--- config.mk ---
export PLATFORM = sky130hd
export DESIGN_NAME = grid_mesh_index_generator_core
export DESIGN_NICKNAME = d
export VERILOG_FILES = /design/src/gmig_pkg.sv /design/src/gmig_csr.sv /design/src/gmig_step.sv /design/src/grid_mesh_index_generator_core.sv
export VERILOG_INCLUDE_DIRS = /design/src /design/src/src
export SDC_FILE = /design/constraint.sdc
export NUM_CORES = 1
export LEC_CHECK = 0
export BUFFER_PORTS_ARGS = -buffer_cell sky130_fd_sc_hd__buf_4
export CAP_MARGIN = 20
export CORE_MARGIN = 1
export CORE_UTILIZATION = 60
export CTS_BUF_LIST = sky130_fd_sc_hd__clkbuf_2 sky130_fd_sc_hd__clkbuf_4 sky130_fd_sc_hd__clkbuf_8
export CTS_CLUSTER_SIZE = 25
export DETAILED_ROUTE_END_ITERATION = 10
export GPL_TIMING_DRIVEN = 0
export PLACE_DENSITY = 0.83
export SLEW_MARGIN = 10
export SYNTH_ARGS = -nofsm -noshare
export SYNTH_HDL_FRONTEND = slang
export SYNTH_SLANG_ARGS = --single-unit
--- constraint.sdc ---
create_clock -name clock -period 5.6 [get_ports clock]
set_clock_uncertainty 0.15 [all_clocks]
set_input_delay 0.56 -clock clock [delete_from_list [all_inputs] [get_ports clock]]
set_output_delay 0.56 -clock clock [all_outputs]
set_load 0.005 [all_outputs]
--- src/assert_macros.svh ---
// Assertion macros shared by the grid mesh index generator RTL.
// Used by the top level; has no other dependencies.
`ifndef ASSERT_MACROS_SVH
`define ASSERT_MACROS_SVH

// Checks a property on every rising clock edge outside reset.
`define GMIG_ASSERT(lbl, clk, rst, prop) \
   lbl: assert property (@(posedge clk) disable iff (rst) (prop)) \
      else $error("gmig assertion failed");

// Checks that a condition implies a consequence in the same cycle.
`define GMIG_ASSERT_IMPL(lbl, clk, rst, ante, cons) \
   `GMIG_ASSERT(lbl, clk, rst, (ante) |-> (cons))

`endif

--- src/gmig_pkg.sv ---
// Package for the grid mesh index generator: types, register codes and helpers.
// Used by every module of the block; depends on nothing.
`timescale 1ns / 1ps

package gmig_pkg;

   localparam int MAX_GRID_DIM = 256;
   localparam int DIM_W        = $clog2(MAX_GRID_DIM) + 1;
   localparam int CNT_W        = $clog2(MAX_GRID_DIM);
   localparam int IDX_W        = 16;

   localparam logic [DIM_W-1:0] DIM_MIN       = DIM_W'(2);
   localparam logic [DIM_W-1:0] DIM_MAX       = DIM_W'(MAX_GRID_DIM);
   localparam logic [DIM_W-1:0] DIM_RESET     = DIM_W'(100);
   localparam logic             MODE_RESET    = 1'b1;

   typedef enum logic [1:0] {
      CSR_MODE      = 2'd0,
      CSR_GRID_COLS = 2'd1,
      CSR_GRID_ROWS = 2'd2
   } csr_index_type;

   typedef enum logic [1:0] {
      PH_HORIZ = 2'd0,
      PH_VERT  = 2'd1,
      PH_BAND  = 2'd2,
      PH_DEGEN = 2'd3
   } phase_type;

   typedef struct packed {
      logic             mode;
      logic [DIM_W-1:0] cols;
      logic [DIM_W-1:0] rows;
   } gmig_cfg_type;

   typedef struct packed {
      logic valid;
      logic mode;
   } gmig_restart_type;

   typedef struct packed {
      phase_type        phase;
      logic [CNT_W-1:0] row_count;
      logic [CNT_W-1:0] col_count;
      logic [CNT_W-1:0] degen_count;
      logic             second_of_pair;
      logic [IDX_W-1:0] row_base;
   } gmig_state_type;

   function automatic logic [DIM_W-1:0] gmig_clamp(input logic [DIM_W-1:0] v);
      logic [DIM_W-1:0] r;
      r = v;
      if (v < DIM_MIN) begin
         r = DIM_MIN;
      end else if (v > DIM_MAX) begin
         r = DIM_MAX;
      end
      return r;
   endfunction

   function automatic gmig_state_type gmig_init(input logic mode);
      gmig_state_type s;
      s.phase          = mode ? PH_BAND : PH_HORIZ;
      s.row_count      = '0;
      s.col_count      = '0;
      s.degen_count    = '0;
      s.second_of_pair = 1'b0;
      s.row_base       = '0;
      return s;
   endfunction

endpackage

--- src/gmig_csr.sv ---
// Configuration registers of the grid mesh index generator with dimension clamping.
// Depends on gmig_pkg.
`timescale 1ns / 1ps

module gmig_csr
   import gmig_pkg::*;
(
   input  logic             clock,
   input  logic             reset,
   input  logic             csr_valid,
   output logic             csr_ready,
   input  logic [1:0]       csr_index,
   input  logic [DIM_W-1:0] csr_data,
   output gmig_cfg_type     cfg,
   output gmig_restart_type restart
);

   gmig_cfg_type cfg_ff;
   gmig_cfg_type cfg_in;
   logic         hit;

   assign csr_ready = 1'b1;

   always_comb begin
      cfg_in = cfg_ff;
      hit    = 1'b0;
      if (csr_valid) begin
         case (csr_index)
            CSR_MODE: begin
               cfg_in.mode = csr_data[0];
               hit         = 1'b1;
            end
            CSR_GRID_COLS: begin
               cfg_in.cols = gmig_clamp(csr_data);
               hit         = 1'b1;
            end
            CSR_GRID_ROWS: begin
               cfg_in.rows = gmig_clamp(csr_data);
               hit         = 1'b1;
            end
            default: begin
               hit = 1'b0;
            end
         endcase
      end
   end

   always_ff @(posedge clock) begin
      if (reset) begin
         cfg_ff.mode <= MODE_RESET;
         cfg_ff.cols <= DIM_RESET;
         cfg_ff.rows <= DIM_RESET;
      end else begin
         cfg_ff <= cfg_in;
      end
   end

   assign cfg           = cfg_ff;
   assign restart.valid = hit;
   assign restart.mode  = cfg_in.mode;

endmodule

--- src/gmig_step.sv ---
// Next-state and index logic of the grid mesh index generator for one word.
// Depends on gmig_pkg.
`timescale 1ns / 1ps

module gmig_step
   import gmig_pkg::*;
(
   input  gmig_cfg_type     cfg,
   input  gmig_state_type   state,
   input  logic             restart,
   output gmig_state_type   state_next,
   output logic [IDX_W-1:0] vertex_index,
   output logic             last
);

   gmig_state_type   s;
   gmig_state_type   n;
   logic [DIM_W-1:0] cols_m1;
   logic [DIM_W-1:0] rows_m1;
   logic [DIM_W-1:0] rows_m2;
   logic [DIM_W-1:0] col_inc;
   logic [CNT_W-1:0] degen_dec;
   logic [IDX_W-1:0] cols_ext;
   logic [IDX_W-1:0] top_off;
   logic [IDX_W-1:0] idx;
   logic             fin;

   always_comb begin
      s         = restart ? gmig_init(cfg.mode) : state;
      n         = s;
      fin       = 1'b0;
      cols_m1   = cfg.cols - DIM_W'(1);
      rows_m1   = cfg.rows - DIM_W'(1);
      rows_m2   = cfg.rows - DIM_W'(2);
      col_inc   = {1'b0, s.col_count} + DIM_W'(1);
      degen_dec = (s.degen_count != '0) ? s.degen_count - CNT_W'(1) : '0;
      cols_ext  = IDX_W'(cfg.cols);
      top_off   = s.second_of_pair ? cols_ext : '0;
      idx       = '0;
      case (s.phase)
         PH_HORIZ: begin
            idx = s.row_base + IDX_W'(s.col_count) + IDX_W'(s.second_of_pair);
            if (s.second_of_pair) begin
               n.second_of_pair = 1'b0;
               n.col_count      = col_inc[CNT_W-1:0];
               if (col_inc >= cols_m1) begin
                  n.col_count = '0;
                  if ({1'b0, s.row_count} >= rows_m1) begin
                     n.phase     = PH_VERT;
                     n.row_count = '0;
                     n.row_base  = '0;
                  end else begin
                     n.row_count = s.row_count + CNT_W'(1);
                     n.row_base  = s.row_base + cols_ext;
                  end
               end
            end else begin
               n.second_of_pair = 1'b1;
            end
         end
         PH_VERT: begin
            idx = s.row_base + IDX_W'(s.col_count) + top_off;
            if (s.second_of_pair) begin
               n.second_of_pair = 1'b0;
               if ({1'b0, s.row_count} >= rows_m2) begin
                  n.row_count = '0;
                  n.row_base  = '0;
                  if ({1'b0, s.col_count} >= cols_m1) begin
                     fin = 1'b1;
                  end else begin
                     n.col_count = s.col_count + CNT_W'(1);
                  end
               end else begin
                  n.row_count = s.row_count + CNT_W'(1);
                  n.row_base  = s.row_base + cols_ext;
               end
            end else begin
               n.second_of_pair = 1'b1;
            end
         end
         PH_BAND: begin
            idx = s.row_base + IDX_W'(s.col_count) + top_off;
            if (s.second_of_pair) begin
               n.second_of_pair = 1'b0;
               n.col_count      = col_inc[CNT_W-1:0];
               if (col_inc >= cfg.cols) begin
                  n.col_count = '0;
                  if ({1'b0, s.row_count} >= rows_m2) begin
                     fin = 1'b1;
                  end else begin
                     n.row_count   = s.row_count + CNT_W'(1);
                     n.row_base    = s.row_base + cols_ext;
                     n.phase       = PH_DEGEN;
                     n.degen_count = cols_m1[CNT_W-1:0];
                  end
               end
            end else begin
               n.second_of_pair = 1'b1;
            end
         end
         PH_DEGEN: begin
            idx = s.row_base + IDX_W'(s.degen_count);
            if ({1'b0, s.degen_count} >= cols_m1 || s.second_of_pair ||
                s.degen_count == '0) begin
               n.second_of_pair = 1'b0;
               n.degen_count    = degen_dec;
               if (degen_dec == '0) begin
                  n.phase     = PH_BAND;
                  n.col_count = '0;
               end
            end else begin
               n.second_of_pair = 1'b1;
            end
         end
         default: begin
            n = s;
         end
      endcase
      if (fin) begin
         n = gmig_init(cfg.mode);
      end
   end

   assign state_next   = n;
   assign vertex_index = idx;
   assign last         = fin;

endmodule

--- src/grid_mesh_index_generator_core.sv ---
// Grid mesh index generator, top level: sequence state, result register, config.
// The result of an accepted word is registered and shown in the cycle after; throughput one word per cycle.
// The input stalls only while a result waits under an output stall; otherwise a word goes in
// every cycle, also in the cycle its predecessor's result is taken.
// Synchronous active-high reset restores mode 1 and a 100 by 100 grid at the first index.
// Depends on gmig_pkg, gmig_csr, gmig_step and assert_macros.svh.
`timescale 1ns / 1ps
`include "assert_macros.svh"

module grid_mesh_index_generator_core
   import gmig_pkg::*;
(
   input  logic             clock,
   input  logic             reset,
   input  logic             req_valid,
   output logic             req_stall,
   input  logic             req_restart,
   output logic             rsp_valid,
   input  logic             rsp_stall,
   output logic [IDX_W-1:0] rsp_vertex_index,
   output logic             rsp_last,
   input  logic             csr_valid,
   output logic             csr_ready,
   input  logic [1:0]       csr_index,
   input  logic [DIM_W-1:0] csr_data
);

   gmig_cfg_type     cfg;
   gmig_restart_type cfg_restart;
   gmig_state_type   state_ff;
   gmig_state_type   state_in;
   gmig_state_type   step_next;
   logic [IDX_W-1:0] step_index;
   logic             step_last;
   logic             req_accept;
   logic             rsp_valid_ff;
   logic             rsp_valid_in;
   logic [IDX_W-1:0] rsp_index_ff;
   logic [IDX_W-1:0] rsp_index_in;
   logic             rsp_last_ff;
   logic             rsp_last_in;
   logic             strip_phase;
   logic [IDX_W-1:0] row_base_want;
   logic             counts_ok;
   logic [IDX_W-1:0] last_index_want;

   gmig_csr u_csr (
      .clock     (clock),
      .reset     (reset),
      .csr_valid (csr_valid),
      .csr_ready (csr_ready),
      .csr_index (csr_index),
      .csr_data  (csr_data),
      .cfg       (cfg),
      .restart   (cfg_restart)
   );

   gmig_step u_step (
      .cfg          (cfg),
      .state        (state_ff),
      .restart      (req_restart),
      .state_next   (step_next),
      .vertex_index (step_index),
      .last         (step_last)
   );

   assign req_stall  = rsp_valid_ff & rsp_stall;
   assign req_accept = req_valid & ~req_stall;

   always_comb begin
      state_in     = state_ff;
      rsp_valid_in = rsp_valid_ff & rsp_stall;
      rsp_index_in = rsp_index_ff;
      rsp_last_in  = rsp_last_ff;
      if (cfg_restart.valid) begin
         state_in = gmig_init(cfg_restart.mode);
      end else if (req_accept) begin
         state_in = step_next;
      end
      if (req_accept) begin
         rsp_valid_in = 1'b1;
         rsp_index_in = step_index;
         rsp_last_in  = step_last;
      end
   end

   always_ff @(posedge clock) begin
      if (reset) begin
         state_ff     <= gmig_init(MODE_RESET);
         rsp_valid_ff <= 1'b0;
      end else begin
         state_ff     <= state_in;
         rsp_valid_ff <= rsp_valid_in;
      end
   end

   always_ff @(posedge clock) begin
      rsp_index_ff <= rsp_index_in;
      rsp_last_ff  <= rsp_last_in;
   end

   assign rsp_valid        = rsp_valid_ff;
   assign rsp_vertex_index = rsp_index_ff;
   assign rsp_last         = rsp_last_ff;

   assign strip_phase     = (state_ff.phase == PH_BAND) || (state_ff.phase == PH_DEGEN);
   assign row_base_want   = IDX_W'({8'd0, state_ff.row_count} * {7'd0, cfg.cols});
   assign counts_ok       = ({1'b0, state_ff.col_count} < cfg.cols) &&
                            ({1'b0, state_ff.degen_count} < cfg.cols);
   assign last_index_want = IDX_W'({8'd0, cfg.rows} * {8'd0, cfg.cols} - 18'd1);

   `GMIG_ASSERT(a_phase_mode, clock, reset, cfg.mode == strip_phase)
   `GMIG_ASSERT(a_row_base, clock, reset, state_ff.row_base == row_base_want)
   `GMIG_ASSERT(a_counts, clock, reset, counts_ok)
   `GMIG_ASSERT_IMPL(a_last_index, clock, reset, rsp_valid_ff && rsp_last_ff, rsp_index_ff == last_index_want)

endmodule
==> reports/qor.yml <==
status: "finished clean"
fin_crit_ns: 5.30
io_pins: 37
max-slew-margin-rel_pct: 35.4
ys_warn_count: 0
synth_area_um2: 8260
ys.flop_type: "dfxtp_1"
dieArea_um2: 14200
post-route-util_pct: 67.5
placed_cells: 1271
cts_tree: "built"
hold_viol: 0
route.met2.wl_um: 10700
h-tree-depth: 3
worst_pin_slew_ns: 0.966
maxSlewViolCount: 0
path_common_cell: "o21ai_0"
clock-sinks: 80
netlist_instances: 1060
ant_nets: 0
grt_overflow_total: 0
synth_enable_flop_cells: 17
fin_crit_sh_pct: 94.6
die_y_um: 119
initialDrtViolationCount: 869
rows: 42
arrival_ns: 5.30
seqCellArea_um2: 1770
syn_nets: 1177
grt_pass1_wl_um: 40100
finalSetupViolations: 0
drive_gt1_share_pct: 10.5
cp_cell_sequence: "buf_4 > buf_2 > clkbuf_2 > clkbuf_2 > nor2b_2 > ha_1 > inv_1 > fa_1 > and2b_1 > o21a_1 > nor2_1 > xnor2_1 > ha_1 > nand2_1 > o21ai_0 > o21a_1 > o21ai_0 > a21oi_1 > o21ai_0 > nor3b_1 > a32oi_1 > xnor2_1"
grt_pass1_vias: 7904
clk_latency_ns: 0.40
grt_max_degree: 25
stdcell_count: 1289
hpwl_um: 19400
port_buffers: 35
drtPass1Iterations: 6
fillers: 1177
syn_area_per_cell_um2: 7.79
slowest_stage: "nor3b_1"
worst-path-buf-inv: 5
syn2layout_area_growth_pct: 9.01
crit_path_max_incr_delay_ns: 0.41
min_path_type: "in2reg"
highest_layer: "met4"
peakVddDrop_v: 0.000137
drv_cap: 0
worstSetupStartpointType: "input pin"
route.detailed.drc: 0
p_per_area_nw_per_um2: 147
seq_area_frac_synth_pct: 21.4
critPathTopFamily: "compound AO/OA/AOI/OAI gates"
cts_hold_buf: 0
cp_data_required_time_ns: 5.60
ys_types: 91
leakagePower_nw: 3.91
wl_um: 25400
critPathMaxFanout: 19
antenna_found_initial: 0
antenna_cells: 0
finalWeightedCongestion: 1.00
synth-async-reset-ratio_pct: 0
core_area_um2: 13300
cts_buffers: 9
rsz0062_at_grt: "false"
routedWlPerCell_um: 19.7
clockBufferDepth: 2
wirelength_met1_um: 10300
wl_met3_um: 2660
multiInputGateArea_um2: 6040
vias: 8401
start_util_pct: 61.9
fmax_mhz: 189
tns_ns: 0
viasPerCell: 6.52
cts-root-buf: "clkbuf_8"
criticalPathCategory: "in2reg"
clkTransAtPathRegs_ns: 0.10
die_width_um: 119
nets: 1225
worst_setup_path_end_kind: "flip-flop"
track_usage_pct: 36.3
synth_seq_cells: 80
## synthesized netlist by cell type, drive strengths merged, types with 17 or more instances
master | count | area [um^2]
a21o | 17 | 128
a21oi | 70 | 365
buf | 18 | 104
clkbuf | 32 | 120
dfxtp | 63 | 1260
edfxtp | 17 | 510
ha | 96 | 1200
inv | 60 | 225
nand2 | 107 | 404
nand3 | 27 | 140
nor2 | 90 | 345
nor2b | 34 | 213
nor3 | 40 | 225
o21ai | 75 | 375
xnor2 | 43 | 377
xor2 | 24 | 210
## worst reg2reg max path, stage by stage (launching register included)
cell,delay (ns)
dfxtp_1,0.45
inv_1,0.09
nor2_1,0.49
ha_1,0.35
nand3_1,0.21
nor4_1,0.51
ha_1,0.36
a211oi_1,0.26
o21ai_0,0.13
a21oi_1,0.32
nor3_1,0.12
a31o_2,0.27
a211o_1,0.37
buf_4,0.24
nor2_4,0.16
a21oi_1,0.12
o22ai_1,0.19
## through the flow
step	setup WS, ns	total power, mW	cell area (um^2)	hold slack, ns
2_1_floorplan	0.781	0.758	8260	0.267
3_3_place_gp	-0.746	0.827	8740	0.282
3_5_place_dp	-0.845	0.833	8740	0.286
4_1_cts	0.00100	1.31	8950	0.189
5_1_grt	0.0460	1.36	9010	0.193
6_report	0.305	1.32	9010	0.192
## final timing paths
check	startpoint	to	slack, ns	cells past startpoint
worst max-delay path	req_restart	rsp_vertex_index[14]	0.30	22
worst min-delay path	reset	u_csr.cfg[10]	0.19	2
worst max register to register	state_ff[26]	state_ff[18]	0.71	16
worst min register to register	state_ff[2]	state_ff[2]	0.31	2
## state kept, by name, summed over array words and instances, names as in the netlist
name,cells
rsp_vertex_index,16
rsp_valid,1
state_ff,43
rsp_last,1
u_csr.cfg,19
## layer usage
| layer | GRT usage [%] | vias to the layer above |
|---|---|---|
| met5 | 0 | - |
| met4 | 24.1 | 0 |
| met3 | 4.89 | 124 |
| met2 | 56.0 | 482 |
| met1 | 47.2 | 3844 |
| li1 | - | 3951 |
## final cells by class
cell class | instances | area share, %
clock buffer | 9 | 1.38
sequential | 80 | 19.7
buffer | 48 | 2.46
timing repair buffer | 39 | 3.47
inverter | 61 | 2.56
clock inverter | 7 | 0.972
multi-input combinational | 869 | 67.0
tap | 176 | 2.45
## kinds of logic after synthesis
| group | synth area share (%) |
|---|---|
| AND/OR/NAND/NOR | 22.7 |
| buffers and inverters | 5.50 |
| XOR/XNOR | 7.10 |
| AO/OA/AOI/OAI | 25.8 |
| multiplexers | 1.88 |
| flip-flops | 21.4 |
| other | 0.0454 |
| adder cells (fa/ha/maj) | 15.5 |
## cell usage in the layout (no fill, tap or decap), types with 6 or more instances in the layout
cell / instances
ha_1: 96
nor4_1: 6
and2_1: 6
edfxtp_1: 17
inv_1: 59
a21oi_1: 68
dfxtp_1: 63
nor2_1: 89
and3_1: 10
nor2b_1: 33
buf_4: 42
a211oi_1: 11
o31ai_1: 9
or2_2: 8
o22ai_1: 9
o21ai_0: 69
nand3_1: 26
o21a_1: 11
a22o_1: 10
nand2_1: 106
a21o_1: 17
nand2b_1: 11
buf_2: 11
mux2i_1: 11
a32oi_1: 6
xor2_1: 24
clkbuf_8: 9
nand4_1: 7
nor3b_1: 9
nor3_1: 35
a31oi_1: 8
o211ai_1: 11
xnor2_1: 43
clkbuf_1: 27
o21ai_1: 6
a211o_1: 6
a22oi_1: 11
a221oi_1: 7
## what timing repair did
action                     4_1_cts  5_1_grt
resized for setup                1        7
setup buffers                    0        3
setup endpoints to repair       23       45
pin swaps                        0        1
## power by group
part / total, mW / switching (mW) / internal, mW
Sequential: 0.615 / 0.0136 / 0.601
Clock: 0.490 / 0.273 / 0.216
Combinational: 0.218 / 0.137 / 0.0806
Total: 1.32 / 0.424 / 0.898
No activity file was read; power rests on OpenSTA's default activity.
